[config.mk]
export PLATFORM = sky130hd
export DESIGN_NAME = morse_key_timing_decoder_flat
export DESIGN_NICKNAME = d
export VERILOG_FILES = /design/src/rtl/mktd_pkg.sv /design/src/rtl/mktd_if.sv /design/src/rtl/morse_key_timing_decoder.sv /design/src/flat_wrapper.sv
export SDC_FILE = /design/constraint.sdc
export NUM_CORES = 1
export LEC_CHECK = 0
export BUFFER_PORTS_ARGS = -buffer_cell sky130_fd_sc_hd__buf_2
export CAP_MARGIN = 20
export CELL_PAD_IN_SITES_DETAIL_PLACEMENT = 1
export CELL_PAD_IN_SITES_GLOBAL_PLACEMENT = 2
export CORE_MARGIN = 3
export CORE_UTILIZATION = 30
export DETAILED_ROUTE_END_ITERATION = 8
export PLACE_DENSITY_LB_ADDON = 0.1
export SETUP_SLACK_MARGIN = 0.02
export SYNTH_ARGS = -nofsm -noshare
export SYNTH_HDL_FRONTEND = slang
export SYNTH_SLANG_ARGS = --single-unit
export TNS_END_PERCENT = 30
[constraint.sdc]
create_clock -name i_clk -period 12 [get_ports i_clk]
set_clock_uncertainty 0.2 [all_clocks]
set_input_delay 1.2 -clock i_clk [delete_from_list [all_inputs] [get_ports i_clk]]
set_output_delay 1.2 -clock i_clk [all_outputs]
set_load 0.05 [all_outputs]
[src/rtl/mktd_pkg.sv]
package mktd_pkg;

    localparam int MAX_SYMBOLS   = 7;
    localparam int TEXT_CAPACITY = 32;
    localparam int SEQ_LEN_W     = 3;
    localparam int SEQ_BITS_W    = 7;
    localparam int COUNT_W       = 6;
    localparam int CHAR_W        = 7;
    localparam int TIME_W        = 32;
    localparam int CFG_DATA_W    = 16;
    localparam int CFG_INDEX_W   = 3;

    typedef logic [SEQ_LEN_W-1:0]  t_seq_len;
    typedef logic [SEQ_BITS_W-1:0] t_seq_bits;
    typedef logic [COUNT_W-1:0]    t_count;
    typedef logic [CHAR_W-1:0]     t_char;
    typedef logic [TIME_W-1:0]     t_time;
    typedef logic [15:0]           t_ms16;

    typedef enum logic [2:0] {
        EV_NONE     = 3'd0,
        EV_DOT      = 3'd1,
        EV_DASH     = 3'd2,
        EV_CHAR     = 3'd3,
        EV_SPACE    = 3'd4,
        EV_REJECT   = 3'd5,
        EV_OVERFLOW = 3'd6,
        EV_NOSPACE  = 3'd7
    } t_event;

    typedef enum logic [CFG_INDEX_W-1:0] {
        CFG_DOT_MAX    = 3'd0,
        CFG_DASH_MIN   = 3'd1,
        CFG_SYMBOL_GAP = 3'd2,
        CFG_WORD_GAP   = 3'd3,
        CFG_MAX_TEXT   = 3'd4
    } t_cfg_index;

    localparam t_ms16  DOT_MAX_RESET    = 16'd200;
    localparam t_ms16  DASH_MIN_RESET   = 16'd300;
    localparam t_ms16  SYMBOL_GAP_RESET = 16'd600;
    localparam t_ms16  WORD_GAP_RESET   = 16'd1400;
    localparam t_count MAX_TEXT_RESET   = 6'd32;
    localparam t_char  SPACE_CHAR       = 7'(" ");

    typedef struct packed {
        logic  key_press;
        logic  key_release;
        t_time now_ms;
        logic  clear_text;
    } t_poll;

    typedef struct packed {
        t_event    event_res;
        t_char     char_code;
        t_count    text_count;
        t_seq_len  pending_length;
        t_seq_bits pending_pattern;
    } t_result;

    // Symbol i of a sequence sits in bit i of the pattern, a dash is a one.
    function automatic t_char decode_char(input t_seq_len len, input t_seq_bits bits);
        t_char ch;
        ch = '0;
        unique case ({len, bits})
            {3'd2, 7'd2}:  ch = 7'("A");
            {3'd4, 7'd1}:  ch = 7'("B");
            {3'd4, 7'd5}:  ch = 7'("C");
            {3'd3, 7'd1}:  ch = 7'("D");
            {3'd1, 7'd0}:  ch = 7'("E");
            {3'd4, 7'd4}:  ch = 7'("F");
            {3'd3, 7'd3}:  ch = 7'("G");
            {3'd4, 7'd0}:  ch = 7'("H");
            {3'd2, 7'd0}:  ch = 7'("I");
            {3'd4, 7'd14}: ch = 7'("J");
            {3'd3, 7'd5}:  ch = 7'("K");
            {3'd4, 7'd2}:  ch = 7'("L");
            {3'd2, 7'd3}:  ch = 7'("M");
            {3'd2, 7'd1}:  ch = 7'("N");
            {3'd3, 7'd7}:  ch = 7'("O");
            {3'd4, 7'd6}:  ch = 7'("P");
            {3'd4, 7'd11}: ch = 7'("Q");
            {3'd3, 7'd2}:  ch = 7'("R");
            {3'd3, 7'd0}:  ch = 7'("S");
            {3'd1, 7'd1}:  ch = 7'("T");
            {3'd3, 7'd4}:  ch = 7'("U");
            {3'd4, 7'd8}:  ch = 7'("V");
            {3'd3, 7'd6}:  ch = 7'("W");
            {3'd4, 7'd9}:  ch = 7'("X");
            {3'd4, 7'd13}: ch = 7'("Y");
            {3'd4, 7'd3}:  ch = 7'("Z");
            {3'd5, 7'd31}: ch = 7'("0");
            {3'd5, 7'd30}: ch = 7'("1");
            {3'd5, 7'd28}: ch = 7'("2");
            {3'd5, 7'd24}: ch = 7'("3");
            {3'd5, 7'd16}: ch = 7'("4");
            {3'd5, 7'd0}:  ch = 7'("5");
            {3'd5, 7'd1}:  ch = 7'("6");
            {3'd5, 7'd3}:  ch = 7'("7");
            {3'd5, 7'd7}:  ch = 7'("8");
            {3'd5, 7'd15}: ch = 7'("9");
            {3'd6, 7'd42}: ch = 7'(".");
            {3'd6, 7'd51}: ch = 7'(",");
            {3'd6, 7'd12}: ch = 7'("?");
            {3'd6, 7'd30}: ch = 7'("'");
            {3'd6, 7'd53}: ch = 7'("!");
            {3'd5, 7'd9}:  ch = 7'("/");
            {3'd5, 7'd13}: ch = 7'("(");
            {3'd6, 7'd45}: ch = 7'(")");
            {3'd5, 7'd2}:  ch = 7'("&");
            {3'd6, 7'd7}:  ch = 7'(":");
            {3'd6, 7'd21}: ch = 7'(";");
            {3'd5, 7'd17}: ch = 7'("=");
            {3'd5, 7'd10}: ch = 7'("+");
            {3'd6, 7'd33}: ch = 7'("-");
            {3'd6, 7'd44}: ch = 7'("_");
            {3'd6, 7'd18}: ch = 7'("\"");
            {3'd6, 7'd22}: ch = 7'("@");
            {3'd7, 7'd72}: ch = 7'("$");
            {3'd5, 7'd22}: ch = 7'(">");
            {3'd5, 7'd26}: ch = 7'("<");
            default:       ch = '0;
        endcase
        return ch;
    endfunction

endpackage

[src/rtl/mktd_if.sv]
interface mktd_poll_if;
    logic                 valid;
    logic                 ready;
    logic                 key_press;
    logic                 key_release;
    mktd_pkg::t_time      now_ms;
    logic                 clear_text;

    modport source (output valid, key_press, key_release, now_ms, clear_text, input ready);
    modport sink   (input valid, key_press, key_release, now_ms, clear_text, output ready);
endinterface

interface mktd_result_if;
    logic                 valid;
    logic                 ready;
    logic [2:0]           event_res;
    mktd_pkg::t_char      char_code;
    mktd_pkg::t_count     text_count;
    mktd_pkg::t_seq_len   pending_length;
    mktd_pkg::t_seq_bits  pending_pattern;

    modport source (output valid, event_res, char_code, text_count, pending_length,
                    pending_pattern, input ready);
    modport sink   (input valid, event_res, char_code, text_count, pending_length,
                    pending_pattern, output ready);
endinterface

interface mktd_cfg_if;
    logic                                 valid;
    logic                                 ready;
    logic [mktd_pkg::CFG_INDEX_W-1:0]     index;
    logic [mktd_pkg::CFG_DATA_W-1:0]      data;

    modport source (output valid, index, data, input ready);
    modport sink   (input valid, index, data, output ready);
endinterface

[src/rtl/morse_key_timing_decoder.sv]
// Morse key timing decoder. Every key poll request gives exactly one result request. The block
// sustains one poll per clock cycle while the result side does not stall. A poll is first held in
// the input register; the step logic computes its result, which is held in the result register.
// The step logic is combinational, and its state feeds back into the next poll. Backpressure on
// the result side stalls the input register only once the result register is full. The user must
// write the timing thresholds and the text limit through the configuration channel only while no
// poll is in flight; the block itself does not enforce this. The configuration channel is always
// ready. Reset is synchronous and active low.
module morse_key_timing_decoder (
    input  logic                 i_clk,
    input  logic                 i_rst_n,
    mktd_poll_if.sink            i_poll,
    mktd_result_if.source        o_result,
    mktd_cfg_if.sink             i_cfg
);

    mktd_pkg::t_ms16     r_dot_max;
    mktd_pkg::t_ms16     r_dash_min;
    mktd_pkg::t_ms16     r_symbol_gap;
    mktd_pkg::t_ms16     r_word_gap;
    mktd_pkg::t_count    r_max_text;

    logic                r_key_down;
    logic                r_space_done;
    mktd_pkg::t_time     r_press_start;
    mktd_pkg::t_time     r_last_activity;
    mktd_pkg::t_seq_len  r_seq_len;
    mktd_pkg::t_seq_bits r_seq_bits;
    mktd_pkg::t_count    r_char_count;

    logic                r_in_valid;
    mktd_pkg::t_poll     r_in;
    logic                r_out_valid;
    mktd_pkg::t_result   r_out;

    logic                n_key_down;
    logic                n_space_done;
    mktd_pkg::t_time     n_press_start;
    mktd_pkg::t_time     n_last_activity;
    mktd_pkg::t_seq_len  n_seq_len;
    mktd_pkg::t_seq_bits n_seq_bits;
    mktd_pkg::t_count    n_char_count;
    mktd_pkg::t_result   n_out;

    logic                advance;
    logic                in_ready;
    logic                cfg_write;
    mktd_pkg::t_count    text_limit;
    mktd_pkg::t_count    cfg_limit;

    assign advance   = r_in_valid && (!r_out_valid || o_result.ready);
    assign in_ready  = !r_in_valid || advance;
    assign cfg_write = i_cfg.valid && i_cfg.ready;

    assign i_poll.ready = in_ready;
    assign i_cfg.ready  = 1'b1;

    assign text_limit = (r_max_text < mktd_pkg::COUNT_W'(mktd_pkg::TEXT_CAPACITY))
                        ? r_max_text : mktd_pkg::COUNT_W'(mktd_pkg::TEXT_CAPACITY);
    assign cfg_limit  = (i_cfg.data[mktd_pkg::COUNT_W-1:0]
                         < mktd_pkg::COUNT_W'(mktd_pkg::TEXT_CAPACITY))
                        ? i_cfg.data[mktd_pkg::COUNT_W-1:0]
                        : mktd_pkg::COUNT_W'(mktd_pkg::TEXT_CAPACITY);

    always_comb begin
        mktd_pkg::t_count    cnt0;
        mktd_pkg::t_time     held;
        mktd_pkg::t_time     idle;
        logic                dash;
        mktd_pkg::t_event    ev;
        mktd_pkg::t_char     ch;
        mktd_pkg::t_char     dec;

        cnt0            = r_in.clear_text ? '0 : r_char_count;
        n_seq_len       = r_in.clear_text ? '0 : r_seq_len;
        n_seq_bits      = r_in.clear_text ? '0 : r_seq_bits;
        n_key_down      = r_key_down;
        n_space_done    = r_space_done;
        n_press_start   = r_press_start;
        n_last_activity = r_last_activity;
        n_char_count    = cnt0;
        ev              = mktd_pkg::EV_NONE;
        ch              = '0;

        held = r_in.now_ms - r_press_start;
        dash = (held > mktd_pkg::TIME_W'(r_dot_max)) && (held >= mktd_pkg::TIME_W'(r_dash_min));

        if (!r_key_down && r_in.key_press) begin
            n_key_down      = 1'b1;
            n_press_start   = r_in.now_ms;
            n_last_activity = r_in.now_ms;
            n_space_done    = 1'b0;
        end else if (r_key_down && r_in.key_release) begin
            if (n_seq_len < mktd_pkg::SEQ_LEN_W'(mktd_pkg::MAX_SYMBOLS)) begin
                n_seq_bits = n_seq_bits | (mktd_pkg::SEQ_BITS_W'(dash) << n_seq_len);
                n_seq_len  = n_seq_len + 1'b1;
                ev         = dash ? mktd_pkg::EV_DASH : mktd_pkg::EV_DOT;
            end else begin
                n_seq_len  = '0;
                n_seq_bits = '0;
                ev         = mktd_pkg::EV_OVERFLOW;
            end
            n_key_down      = 1'b0;
            n_last_activity = r_in.now_ms;
        end

        idle = r_in.now_ms - n_last_activity;
        dec  = mktd_pkg::decode_char(n_seq_len, n_seq_bits);

        if (!n_key_down) begin
            if (n_seq_len != '0) begin
                if (idle >= mktd_pkg::TIME_W'(r_symbol_gap)) begin
                    ch = '0;
                    if (dec != '0 && cnt0 < text_limit) begin
                        n_char_count = cnt0 + 1'b1;
                        ev           = mktd_pkg::EV_CHAR;
                        ch           = dec;
                    end else begin
                        ev = mktd_pkg::EV_REJECT;
                    end
                    n_seq_len       = '0;
                    n_seq_bits      = '0;
                    n_last_activity = r_in.now_ms;
                end
            end else if (idle >= mktd_pkg::TIME_W'(r_word_gap)) begin
                if (cnt0 != '0 && !r_space_done) begin
                    if (cnt0 < text_limit) begin
                        n_char_count = cnt0 + 1'b1;
                        n_space_done = 1'b1;
                        ev           = mktd_pkg::EV_SPACE;
                        ch           = mktd_pkg::SPACE_CHAR;
                    end else begin
                        ev = mktd_pkg::EV_NOSPACE;
                        ch = '0;
                    end
                end
                n_last_activity = r_in.now_ms;
            end
        end

        n_out.event_res       = ev;
        n_out.char_code       = ch;
        n_out.text_count      = n_char_count;
        n_out.pending_length  = n_seq_len;
        n_out.pending_pattern = n_seq_bits;
    end

    always_ff @(posedge i_clk) begin
        if (!i_rst_n) begin
            r_dot_max    <= mktd_pkg::DOT_MAX_RESET;
            r_dash_min   <= mktd_pkg::DASH_MIN_RESET;
            r_symbol_gap <= mktd_pkg::SYMBOL_GAP_RESET;
            r_word_gap   <= mktd_pkg::WORD_GAP_RESET;
            r_max_text   <= mktd_pkg::MAX_TEXT_RESET;
        end else if (cfg_write) begin
            unique case (i_cfg.index)
                mktd_pkg::CFG_DOT_MAX:    r_dot_max    <= i_cfg.data;
                mktd_pkg::CFG_DASH_MIN:   r_dash_min   <= i_cfg.data;
                mktd_pkg::CFG_SYMBOL_GAP: r_symbol_gap <= i_cfg.data;
                mktd_pkg::CFG_WORD_GAP:   r_word_gap   <= i_cfg.data;
                mktd_pkg::CFG_MAX_TEXT:   r_max_text   <= i_cfg.data[mktd_pkg::COUNT_W-1:0];
                default: begin
                end
            endcase
        end
    end

    always_ff @(posedge i_clk) begin
        if (!i_rst_n) begin
            r_key_down      <= 1'b0;
            r_space_done    <= 1'b0;
            r_press_start   <= '0;
            r_last_activity <= '0;
            r_seq_len       <= '0;
            r_seq_bits      <= '0;
            r_char_count    <= '0;
        end else if (advance) begin
            r_key_down      <= n_key_down;
            r_space_done    <= n_space_done;
            r_press_start   <= n_press_start;
            r_last_activity <= n_last_activity;
            r_seq_len       <= n_seq_len;
            r_seq_bits      <= n_seq_bits;
            r_char_count    <= n_char_count;
        end else if (cfg_write && i_cfg.index == mktd_pkg::CFG_MAX_TEXT) begin
            // Lowering the limit below the current text length trims the text.
            if (r_char_count > cfg_limit) begin
                r_char_count <= cfg_limit;
            end
        end
    end

    always_ff @(posedge i_clk) begin
        if (!i_rst_n) begin
            r_in_valid  <= 1'b0;
            r_out_valid <= 1'b0;
        end else begin
            if (i_poll.valid && in_ready) begin
                r_in_valid <= 1'b1;
            end else if (advance) begin
                r_in_valid <= 1'b0;
            end
            if (advance) begin
                r_out_valid <= 1'b1;
            end else if (o_result.ready) begin
                r_out_valid <= 1'b0;
            end
        end
    end

    always_ff @(posedge i_clk) begin
        if (i_poll.valid && in_ready) begin
            r_in.key_press   <= i_poll.key_press;
            r_in.key_release <= i_poll.key_release;
            r_in.now_ms      <= i_poll.now_ms;
            r_in.clear_text  <= i_poll.clear_text;
        end
        if (advance) begin
            r_out <= n_out;
        end
    end

    assign o_result.valid           = r_out_valid;
    assign o_result.event_res       = r_out.event_res;
    assign o_result.char_code       = r_out.char_code;
    assign o_result.text_count      = r_out.text_count;
    assign o_result.pending_length  = r_out.pending_length;
    assign o_result.pending_pattern = r_out.pending_pattern;

    a_advance_fills_output: assert property (@(posedge i_clk) disable iff (!i_rst_n)
        advance |=> r_out_valid)
        else $error("Result register empty after a step.");

    a_input_held_on_stall: assert property (@(posedge i_clk) disable iff (!i_rst_n)
        (r_in_valid && !advance) |=> r_in_valid)
        else $error("Stalled poll dropped from the input register.");

    a_count_within_capacity: assert property (@(posedge i_clk) disable iff (!i_rst_n)
        advance |=> (r_char_count <= mktd_pkg::COUNT_W'(mktd_pkg::TEXT_CAPACITY)))
        else $error("Text count beyond capacity.");

    a_space_shape: assert property (@(posedge i_clk) disable iff (!i_rst_n)
        (r_out_valid && r_out.event_res == mktd_pkg::EV_SPACE)
        |-> (r_out.char_code == mktd_pkg::SPACE_CHAR && r_out.text_count != '0))
        else $error("Space result with wrong character or empty text.");

    a_empty_sequence_clear: assert property (@(posedge i_clk) disable iff (!i_rst_n)
        (advance && n_seq_len == '0) |=> (r_seq_bits == '0))
        else $error("Pattern bits left behind an empty sequence.");

endmodule
[src/flat_wrapper.sv]
// flat-port wrapper written by rule: the top's interface ports become plain ports
module morse_key_timing_decoder_flat 
  (i_clk, i_rst_n, i_poll_valid, i_poll_key_press, i_poll_key_release, i_poll_now_ms, i_poll_clear_text, i_poll_ready, o_result_valid, o_result_event_res, o_result_char_code, o_result_text_count, o_result_pending_length, o_result_pending_pattern, o_result_ready, i_cfg_valid, i_cfg_index, i_cfg_data, i_cfg_ready);
  mktd_poll_if i_poll_i ();
  mktd_result_if o_result_i ();
  mktd_cfg_if i_cfg_i ();
  input  logic i_clk;
  input  logic i_rst_n;
  input wire logic [$bits(i_poll_i.valid)-1:0] i_poll_valid;
  input wire logic [$bits(i_poll_i.key_press)-1:0] i_poll_key_press;
  input wire logic [$bits(i_poll_i.key_release)-1:0] i_poll_key_release;
  input wire logic [$bits(i_poll_i.now_ms)-1:0] i_poll_now_ms;
  input wire logic [$bits(i_poll_i.clear_text)-1:0] i_poll_clear_text;
  output wire logic [$bits(i_poll_i.ready)-1:0] i_poll_ready;
  output wire logic [$bits(o_result_i.valid)-1:0] o_result_valid;
  output wire logic [$bits(o_result_i.event_res)-1:0] o_result_event_res;
  output wire logic [$bits(o_result_i.char_code)-1:0] o_result_char_code;
  output wire logic [$bits(o_result_i.text_count)-1:0] o_result_text_count;
  output wire logic [$bits(o_result_i.pending_length)-1:0] o_result_pending_length;
  output wire logic [$bits(o_result_i.pending_pattern)-1:0] o_result_pending_pattern;
  input wire logic [$bits(o_result_i.ready)-1:0] o_result_ready;
  input wire logic [$bits(i_cfg_i.valid)-1:0] i_cfg_valid;
  input wire logic [$bits(i_cfg_i.index)-1:0] i_cfg_index;
  input wire logic [$bits(i_cfg_i.data)-1:0] i_cfg_data;
  output wire logic [$bits(i_cfg_i.ready)-1:0] i_cfg_ready;
  assign i_poll_i.valid = i_poll_valid;
  assign i_poll_i.key_press = i_poll_key_press;
  assign i_poll_i.key_release = i_poll_key_release;
  assign i_poll_i.now_ms = i_poll_now_ms;
  assign i_poll_i.clear_text = i_poll_clear_text;
  assign i_poll_ready = i_poll_i.ready;
  assign o_result_valid = o_result_i.valid;
  assign o_result_event_res = o_result_i.event_res;
  assign o_result_char_code = o_result_i.char_code;
  assign o_result_text_count = o_result_i.text_count;
  assign o_result_pending_length = o_result_i.pending_length;
  assign o_result_pending_pattern = o_result_i.pending_pattern;
  assign o_result_i.ready = o_result_ready;
  assign i_cfg_i.valid = i_cfg_valid;
  assign i_cfg_i.index = i_cfg_index;
  assign i_cfg_i.data = i_cfg_data;
  assign i_cfg_ready = i_cfg_i.ready;
  morse_key_timing_decoder u_core (.i_clk(i_clk), .i_rst_n(i_rst_n), .i_poll(i_poll_i), .o_result(o_result_i), .i_cfg(i_cfg_i));
endmodule
# [Word-level counts from Yosys, hierarchy flattened]
# Cells that the tools add are included.
# W data, S select, Z words.
[op_classes] add_sub_neg=4 magnitude_cmp=9 n_eq_ne=60 shift=1 n_mux=63 n_bitwise=1 n_reduce_logical=29
[op_table] operator="$eq A10 B10 Y1 const B" n=42
[op_table] operator="$pmux W7 S56" n=1
[op_table] operator="$mux W32" n=6
[op_table] operator="$eq A10 B9 Y1 const B" n=12
[op_table] operator="$ge A32 B16 Y1" n=3
[op_table] operator="$mux W6" n=14
[op_table] operator="$mux W7" n=12
[op_table] operator="$sub A32 B32 Y32" n=2
[op_table] operator="$mux W3" n=16
[op_table] operator="$gt A32 B16 Y1" n=1
[op_table] operator="$eq A10 B8 Y1 const B" n=2
[op_table] operator="$reduce_and A2 Y1" n=7
[op_table] operator="$lt A6 B6 Y1 const B" n=2
[op_table] operator="$mux W1" n=12
[op_table] operator="$logic_and A1 B1 Y1" n=8
[op_table] operator="$reduce_bool A2 Y1" n=4
[op_table] operator="$or A7 B7 Y7" n=1
[op_table] operator="$reduce_bool A7 Y1" n=1
[op_table] operator="$shl A1 B3 Y7" n=1
[op_table] operator="$add A6 B1 Y6 const B" n=1
[op_table] operator="$eq A3 B2 Y1 const B" n=2
[op_table] operator="$gt A6 B6 Y1" n=1
[op_table] operator="$lt A6 B6 Y1" n=1
[op_table] operator="$reduce_bool A6 Y1" n=1
[op_table] operator="other kinds (9)" n=14
[word_totals] reg_bits=215 input_bits=59 output_inout_bits=29 elab_cells=190

# [Depth between registers and ports, before layout]
# Gate-level depths: netlist (run 1).
[depth] depth_word=17 mapped_depth=31 mapped_depth_nobuf=28

# [Worst setup path after synthesis (run 1)]
# No wires, ideal clock.
[synth_path] path_kind="reg2reg" start="reg u_core.r_in[9] (netlist name)" end="reg u_core.r_out (netlist bit u_core.o_result.text_count[4]), data pin" setup_ns=0.262 t_arrival_ns=5.746 required_time_ns=11.538 path_slack_ns=5.792 stages_incl_launch_ff=26 path_buffers=1 synth_period_minus_slack_ns=6.208 path_cell_list="edfxtp_1 > ha_1 > buf_2 > a21o_1 > a311oi_1 > o21ba_2 > nand2_1 > a31oi_1 > o21ai_0 > xor2_1 > ha_1 > nand4_1 > nor3_1 > a2111o_1 > o211ai_1 > nand4_1 > nor4_2 > nand4b_2 > a2111oi_4 > nor2_1 > o311ai_1 > a221oi_1 > and4_4 > a211o_1 > a21oi_1 > mux2_1"
[synth_via] elab_chain_cells=16 word_cells_on_any_way=78 classes_between="add/sub: 2; order compare: 4; eq/ne: 56; shift: 1; mux: 11; bitwise: 1; reduce/logical: 3"
[synth_lines] element="start, declared" line="morse_key_timing_decoder.sv:32" text="mktd_pkg::t_poll r_in;"
[synth_lines] element="$sub A32 B32 Y32" line="morse_key_timing_decoder.sv:85" text="held = r_in.now_ms - r_press_start;"
[synth_lines] element="$gt A32 B16 Y1 / $ge A32 B16 Y1 (equally long branches)" line="morse_key_timing_decoder.sv:86" text="dash = (held > mktd_pkg::TIME_W'(r_dot_max)) && (held >= mktd_pkg::TIME_W'(r_dash_min));"
[synth_lines] element="$logic_and A1 B1 Y1" line="morse_key_timing_decoder.sv:86"
[synth_lines] element="$shl A1 B3 Y7" line="morse_key_timing_decoder.sv:95" text="n_seq_bits = n_seq_bits | (mktd_pkg::SEQ_BITS_W'(dash) << n_seq_len);"
[synth_lines] element="$or A7 B7 Y7" line="morse_key_timing_decoder.sv:95"
[synth_lines] element="$mux W7" line="morse_key_timing_decoder.sv:94" text="if (n_seq_len < mktd_pkg::SEQ_LEN_W'(mktd_pkg::MAX_SYMBOLS)) begin"
[synth_lines] element="$mux W7" line="morse_key_timing_decoder.sv:93" text="end else if (r_key_down && r_in.key_release) begin"
[synth_lines] element="$mux W7" line="morse_key_timing_decoder.sv:88" text="if (!r_key_down && r_in.key_press) begin"
[synth_lines] element="$eq A10 B10 Y1, or another cell as far along" line="mktd_pkg.sv:65" text="unique case ({len, bits})"
[synth_lines] element="$pmux W7 S56" line="mktd_pkg.sv:65"
[synth_lines] element="$reduce_bool A7 Y1" line="morse_key_timing_decoder.sv:114" text="if (dec != '0 && cnt0 < text_limit) begin"
[synth_lines] element="$logic_and A1 B1 Y1" line="morse_key_timing_decoder.sv:114"
[synth_lines] element="$mux W6" line="morse_key_timing_decoder.sv:114"
[synth_lines] element="$mux W6" line="morse_key_timing_decoder.sv:112" text="if (idle >= mktd_pkg::TIME_W'(r_symbol_gap)) begin"
[synth_lines] element="$mux W6 (*)" line="morse_key_timing_decoder.sv:111" text="if (n_seq_len != '0) begin"
[synth_lines] element="$mux W6 (*)" line="morse_key_timing_decoder.sv:110" text="if (!n_key_down) begin"
[synth_lines] element="net u_core.n_char_count[4]" line="morse_key_timing_decoder.sv:42" text="mktd_pkg::t_count n_char_count;"
[synth_lines] element="end signal, assigned" line="morse_key_timing_decoder.sv:219" text="r_out <= n_out;"
[synth_lines] element="end, declared" line="morse_key_timing_decoder.sv:34" text="mktd_pkg::t_result r_out;"
# Mark *: on every way through the listed nets, which the timed path passes. The rest lies on a longest branch.
# A chain may end at the register's enable or synchronous reset.

# [Worst setup path in the final report (run 1)]
[layout_path] start="reg u_core.r_in[7] (netlist name)" end="reg u_core.r_out (netlist bit u_core.o_result.text_count[4]), data pin"
# The elaborated chain is that of the path after synthesis.

==> impl_metrics.ini, run 1 <==
[setup_path]
worst_path_largest_cell_delay_ns = 0.88
required_ns = 12.13
worst-setup-path-type = register to register
critPathCaptureType = register
worstSetupStartpointType = register
critical_path_arrival_ns = 8.30
crit_path_max_fanout = 12
crit_path_cell_trace = ha_1, a21o_1, a311oi_1, o21ba_2, nand2_1, a31oi_1, o21ai_0, xor2_1, ha_1, nand4_1, nor3_1, a2111o_1, o211ai_1, nand4_1, nor4_2, and4b_1, o21ai_1, nor3_1, a32oi_1, o2111ai_1, nor4_4, a211o_1, a21oi_1, mux2_1
worst_path_max_delay_cell = sky130_fd_sc_hd__nor3_1

[place]
port_buffers = 86
detailed_place_hpwl_um = 42000
detailedPlace.worstSlack_ns = 3.76
place.gp.congestion = 0.848
place_inst = 2567

[floorplan]
num_rows = 81
design.die.area_um2 = 53400
num_io_pins = 88
core_region_area_um2 = 49500
chipHeight_um = 231
start_util_pct = 30.7
dieWidth_um = 231

[timing]
timing_worst_slew_pin_value_ns = 1.16
final.hold.worst_slack_ns = 0.251
slew_violations = 0
hold_viol_final = 0
max_slew_margin_pct = 22.3
fin_crit_ns = 8.18
rsz0062_at_grt = false
timing.final.setup_violations = 0
final_period_utilization_pct = 68.1
setup_slack_ns = 3.82
achievable-frequency_mhz = 122
timing.setup.tns_ns = 0

[route]
detail-route-antenna-nets = 0
via_count = 13900
route.detailed.vias_per_inst = 5.31
first_iter_violations = 575
drt_drc_violations_left = 0
route.detailed.wl_per_inst_um = 20.9
firstDrtPassIters = 5
wl_um = 54700

[global_routing]
met1_usage_pct = 28.5
top_usage_layer_grt = met2
grt_util_all_layers_pct = 20.2
grtUsageMet2_pct = 33.5
grt_max_degree = 69
grt_pass1_wl_um = 85400
antenna_found_initial = 0
grt_pass1_vias = 14600
grt_remaining_overflow = 0
use_met3_pct = 2.04

[finish]
antenna_cells = 0
layout_commonest_cell = sky130_fd_sc_hd__nand2_1
drive_above_1_share_pct = 9.74
nets = 2137
stdcell_count = 2624
mostFrequentLayoutCells = sky130_fd_sc_hd__nand2_1 (303), sky130_fd_sc_hd__a21oi_1 (194), sky130_fd_sc_hd__dfxtp_1 (154), sky130_fd_sc_hd__ha_1 (140), sky130_fd_sc_hd__nor2_1 (139)
syn_to_final_growth_pct = 14.2

[power]
p_leak_nw = 6.70
power.ir.vdd_worst_mv = 0.111
power_density_nw_per_um2 = 133

[synth]
synth_top_cell_area_share_pct = 20.3
synthCells = 1880
syn_avg_cell_area_um2 = 8.09
synth.yosys.warnings = 0
synthesis.area_um2 = 15200
syn_nets = 2081
post-synth-top-area-cell = sky130_fd_sc_hd__dfxtp_1
netlist-cell-type-count = 91
synth-async-reset-ratio_pct = 0
postSynth.topFlopCell = sky130_fd_sc_hd__dfxtp_1
synth_seq_cells = 215
ys_top_cells_by_area = sky130_fd_sc_hd__dfxtp_1 (20%), sky130_fd_sc_hd__edfxtp_1 (12%), sky130_fd_sc_hd__ha_1 (12%)
synth_enable_flop_cells = 61
proportion_of_synthesized_chip_area_in_sequential_cells_pct = 32.3

[clock_network]
postCtsResizedCells = 0
cts_tree = yes
postCtsHoldBufs = 0
clock_latency_ns = 0.58
cts.repair_timing.setup_buffer_count = 0
post_cts_clock_slew_at_the_launch_and_capture_registers_of_the_worst_setup_and_hold_paths_ns = 0.06
ctsRootBufferMaster = sky130_fd_sc_hd__clkbuf_16
htreeDepth = 1
cts-buffers-inserted = 30
cts.sink_count = 215
ctsLongestPathBuffers = 3

[outcome]
status = finished, final reports clean

[job]
cap_violations = 0

[worst_hold_path]
timing.hold.worst.class = register to register
-- cell usage after synthesis, types with 9 or more instances --
cell type	number
sky130_fd_sc_hd__nor3_1	31
sky130_fd_sc_hd__mux2i_1	74
sky130_fd_sc_hd__a32oi_1	9
sky130_fd_sc_hd__edfxtp_1	61
sky130_fd_sc_hd__o211ai_1	33
sky130_fd_sc_hd__a211oi_1	22
sky130_fd_sc_hd__nor4_1	13
sky130_fd_sc_hd__nand2b_1	19
sky130_fd_sc_hd__and3_1	17
sky130_fd_sc_hd__nand3_1	44
sky130_fd_sc_hd__xor2_1	18
sky130_fd_sc_hd__clkbuf_1	64
sky130_fd_sc_hd__xnor2_1	31
sky130_fd_sc_hd__and2_1	12
sky130_fd_sc_hd__a21oi_1	195
sky130_fd_sc_hd__nor2_1	141
sky130_fd_sc_hd__o21a_1	13
sky130_fd_sc_hd__o21ai_0	66
sky130_fd_sc_hd__nand2_1	303
sky130_fd_sc_hd__a31oi_1	16
sky130_fd_sc_hd__nor2b_1	24
sky130_fd_sc_hd__a21o_1	51
sky130_fd_sc_hd__dfxtp_1	154
sky130_fd_sc_hd__o31ai_1	10
sky130_fd_sc_hd__ha_1	140
sky130_fd_sc_hd__o21ai_1	12
sky130_fd_sc_hd__inv_1	122
sky130_fd_sc_hd__nand4_1	23
-- power by group --
| group | internal, W | switching (W) | total [W] | leakage, nW |
|---|---|---|---|---|
| registers | 0.000775 | 0.0000198 | 0.000795 | 1.84 |
| clock network | 0.000592 | 0.000360 | 0.000952 | 0.514 |
| logic | 0.000204 | 0.000352 | 0.000556 | 4.34 |
| total | 0.00157 | 0.000731 | 0.00230 | 6.70 |
-- logic make-up after synthesis --
group | synth area share, %
and+or+nand+nor | 19.6
AOI/OAI and AO/OA | 23.2
DFF | 32.3
buffers and inverters | 5.23
adders and majority gates | 11.8
muxes | 5.02
xor gates and xnor gates | 2.82
other | 0.0247
-- critical path: cells and delay by family (launching register included) --
family | cells | cell delay (ns)
AO/OA/AOI/OAI | 12 | 3.56
XOR/XNOR | 1 | 0.22
flip-flops | 1 | 0.45
adder cells (fa/ha/maj) | 2 | 0.70
multiplexers | 1 | 0.34
AND/OR/NAND/NOR | 8 | 2.46
-- per-stage QoR --
stage	utilization, %	area [µm²]	power [W]
after global routing	35.1	17400	0.00244
after detailed placement	32.9	16300	0.00137
after CTS	35.1	17300	0.00234
after global placement	32.9	16300	0.00136
final	35.1	17400	0.00230
after floorplan	-	15200	0.00119
-- layout make-up --
cell class,instances,area [µm²]
clock buffer,39,826
clock inverter,17,229
fill,5957,32100
inverter,123,464
multi-input combinational,1463,9530
sequential,215,4910
tap,664,831
timing repair buffer,103,571
-- final timing paths --
| kind | slack [ns] | depth (start not counted) | end | from |
|---|---|---|---|---|
| min | 0.25 | 2 | u_core.r_press_start[8] | u_core.r_press_start[8] |
| max reg2reg | 3.82 | 24 | u_core.o_result.text_count[4] | u_core.r_in[7] |
| min reg2reg | 0.25 | 2 | u_core.r_press_start[8] | u_core.r_press_start[8] |
| max | 3.82 | 24 | u_core.o_result.text_count[4] | u_core.r_in[7] |
-- registers in the layout (all words and copies together), names as in the netlist, 16 cells and up --
name / cells
u_core.r_press_start: 32
u_core.r_dash_min: 16
u_core.r_in: 35
u_core.r_last_activity: 32
u_core.r_word_gap: 16
u_core.r_symbol_gap: 16
u_core.r_dot_max: 16
-- metal layers --
| layer | part of all wire, % | up-vias | wire, µm |
|---|---|---|---|
| met3 | 3.0 | 69 | 1630 |
| met5 | 0 | - | 0 |
| met4 | 2.4 | 0 | 1290 |
| met2 | 45 | 195 | 24800 |
| met1 | 49 | 6787 | 27000 |
| li1 | - | 6875 | - |
Note: power is estimated with default switching activity, not from simulation.
==> run 2: changes to the inputs <==
ABC_AREA = 1   (was not set)
clock period = 8.3 ns   (was 12 ns; I/O delays follow)
==> run 2 against run 1 <==
Critical path depth is 3 higher. Critical path type unchanged. First-iteration DRC count is 22% higher. Cell count is 28% higher. Register-to-register slack worse by 2.6 ns. Highest routed layer unchanged. Area after synthesis is 11% higher. Sequential share of layout area is 2.5 points lower. Synthesized cell count is 34% higher. Total power is 57% higher.
==> impl_metrics.ini, run 2 <==
[global_routing]
grt_util_all_layers_pct = 21.7
grt_max_degree = 96
grt_pass1_wl_um = 101000
antenna_found_initial = 0
grt_remaining_overflow = 0
grt_pass1_vias = 17800

[setup_path]
worstSetupStartpointType = register
required_ns = 8.59
critical_path_arrival_ns = 7.37
critPathCaptureType = register
crit_path_max_fanout = 29
worst-setup-path-type = register to register

[outcome]
status = finished, final reports clean

[timing]
timing.setup.tns_ns = 0
max_slew_margin_pct = 31.5
achievable-frequency_mhz = 141
fin_crit_ns = 7.08
final_period_utilization_pct = 85.3
slew_violations = 0
timing.final.setup_violations = 0
hold_viol_final = 0
timing_worst_slew_pin_value_ns = 1.03
rsz0062_at_grt = false

[clock_network]
post_cts_clock_slew_at_the_launch_and_capture_registers_of_the_worst_setup_and_hold_paths_ns = 0.06
postCtsResizedCells = 0
htreeDepth = 1
postCtsHoldBufs = 0
clock_latency_ns = 0.59
ctsLongestPathBuffers = 3
cts_tree = yes
cts.repair_timing.setup_buffer_count = 0
ctsRootBufferMaster = sky130_fd_sc_hd__clkbuf_16
cts-buffers-inserted = 29
cts.sink_count = 215

[floorplan]
dieWidth_um = 243
design.die.area_um2 = 59100
num_rows = 86
chipHeight_um = 243
start_util_pct = 30.5
num_io_pins = 88
core_region_area_um2 = 55300

[synth]
synth_top_cell_area_share_pct = 18.3
netlist-cell-type-count = 63
proportion_of_synthesized_chip_area_in_sequential_cells_pct = 29.2
synth-async-reset-ratio_pct = 0
synth.yosys.warnings = 0
synth_enable_flop_cells = 61
syn_nets = 2717
yosys-top-cells-count = sky130_fd_sc_hd__nand2_1 (521), sky130_fd_sc_hd__inv_1 (368), sky130_fd_sc_hd__a21oi_1 (298)
yosysMostFrequentCell = sky130_fd_sc_hd__nand2_1
syn_avg_cell_area_um2 = 6.70
postSynth.topFlopCell = sky130_fd_sc_hd__dfxtp_1
synthesis.area_um2 = 16900
synthCells = 2516
post-synth-top-area-cell = sky130_fd_sc_hd__dfxtp_1
synth_seq_cells = 215
ys_top_cells_by_area = sky130_fd_sc_hd__dfxtp_1 (18%), sky130_fd_sc_hd__nand2_1 (12%), sky130_fd_sc_hd__edfxtp_1 (11%)

[finish]
drive_above_1_share_pct = 9.42
final_util_pct = 34.4
largest_register_ff_count = 35
mostFrequentLayoutCells = sky130_fd_sc_hd__nand2_1 (519), sky130_fd_sc_hd__inv_1 (366), sky130_fd_sc_hd__a21oi_1 (298), sky130_fd_sc_hd__o21ai_0 (249), sky130_fd_sc_hd__nor2_1 (195)
syn_to_final_growth_pct = 12.9
layout_commonest_cell = sky130_fd_sc_hd__nand2_1
nets = 2780
largest_register = u_core.r_in
largest_registers = u_core.r_in (35), u_core.r_last_activity (32), u_core.r_press_start (32)

[route]
drt_drc_violations_left = 0
route.detailed.vias_per_inst = 5.09
via_count = 17100
route.detailed.wl_per_inst_um = 19.4
wl_um = 65000
firstDrtPassIters = 5
detail-route-antenna-nets = 0
first_iter_violations = 700

[power]
p_leak_nw = 8.70
power_density_nw_per_um2 = 189
power.ir.vdd_worst_mv = 0.198
total_power_w = 0.00360

[place]
detailed_place_hpwl_um = 51600
port_buffers = 86
place.gp.congestion = 0.895

[worst_hold_path]
timing.hold.worst.class = primary input to register

[job]
cap_violations = 0
==> run 2: path summary, 6_finish.rpt <==
kind,start,endpoint,slack [ns],depth (start not counted)
setup / recovery,u_core.r_in[33],u_core.r_char_count[0],1.22,27
hold / removal,i_poll_now_ms[18],u_core.r_in[19],0.22,1
setup reg to reg,u_core.r_in[33],u_core.r_char_count[0],1.22,27
hold reg to reg,u_core.r_press_start[21],u_core.r_press_start[21],0.26,2
==> run 2: layout make-up <==
cell class	instances	area [µm²]
Tap cell	748	936
Fill cell	7052	36300
Clock inverter	15	136
Inverter	390	1470
Antenna cell	1	2.50
Clock buffer	39	783
Timing Repair Buffer	107	594
Multi-Input combinational cell	1836	10200
Sequential cell	215	4910
==> run 2: where the power goes <==
part	leakage [nW]	switching (W)	total [W]	internal, W
Sequential	1.84	0.0000383	0.00117	0.00114
Clock	0.448	0.000505	0.00123	0.000721
Combinational	6.41	0.000810	0.00120	0.000393
==> run 2: routing by layer <==
metal	up-vias	global-route usage [%]	wire length [µm]
met5	-	0	0
met1	8266	28.0	30200
met2	207	38.7	31500
li1	8512	-	-
met4	0	4.76	1450
met3	73	2.55	1740
==> run 2: critical path: stages, from the launching register on <==
cell	delay [ns]
sky130_fd_sc_hd__edfxtp_1	0.37
sky130_fd_sc_hd__nand2_2	0.18
sky130_fd_sc_hd__inv_1	0.13
sky130_fd_sc_hd__nor2_4	0.34
sky130_fd_sc_hd__inv_1	0.48
sky130_fd_sc_hd__o21ai_0	0.56
sky130_fd_sc_hd__ha_1	0.19
sky130_fd_sc_hd__inv_1	0.05
sky130_fd_sc_hd__o31ai_1	0.71
sky130_fd_sc_hd__a21oi_1	0.21
sky130_fd_sc_hd__o21ai_0	0.33
sky130_fd_sc_hd__nand3_1	0.11
sky130_fd_sc_hd__nand2_1	0.09
sky130_fd_sc_hd__xor2_1	0.29
sky130_fd_sc_hd__ha_1	0.32
sky130_fd_sc_hd__a21oi_1	0.14
sky130_fd_sc_hd__o21ai_0	0.14
sky130_fd_sc_hd__a211oi_1	0.55
sky130_fd_sc_hd__nand4_1	0.44
sky130_fd_sc_hd__nand2_1	0.24
sky130_fd_sc_hd__inv_2	0.09
sky130_fd_sc_hd__nor2_1	0.24
sky130_fd_sc_hd__nor2_1	0.11
sky130_fd_sc_hd__nand2_2	0.11
sky130_fd_sc_hd__nand2_1	0.07
sky130_fd_sc_hd__nand2_2	0.07
sky130_fd_sc_hd__nand2_1	0.06
sky130_fd_sc_hd__a21oi_2	0.14
==> run 2: cells by family (layout without fill, tap and decap cells) <==
group / count (synthesis) / in the layout / share of synthesized area, %
compound gates: 658 / 658 / 21.3
simple gates: 983 / 983 / 25.7
flops: 215 / 215 / 29.2
fa+ha+maj: 142 / 142 / 10.6
xor+xnor: 44 / 44 / 2.29
other cells: 1 / 2 / 0.0222
mux: 8 / 8 / 0.475
buf+inv: 465 / 551 / 10.5
==> run 2: stage by stage <==
stage	setup slack (ns)	instance area (µm²)	instances	hold slack [ns]
finish	1.22	19000	3351	0.219
global route	0.557	19000	3350	0.181
CTS	1.14	19000	3349	0.174
detailed placement	1.19	18100	3295	0.251
global placement	1.26	18100	3295	0.246
floorplan	3.21	16900	2516	0.233
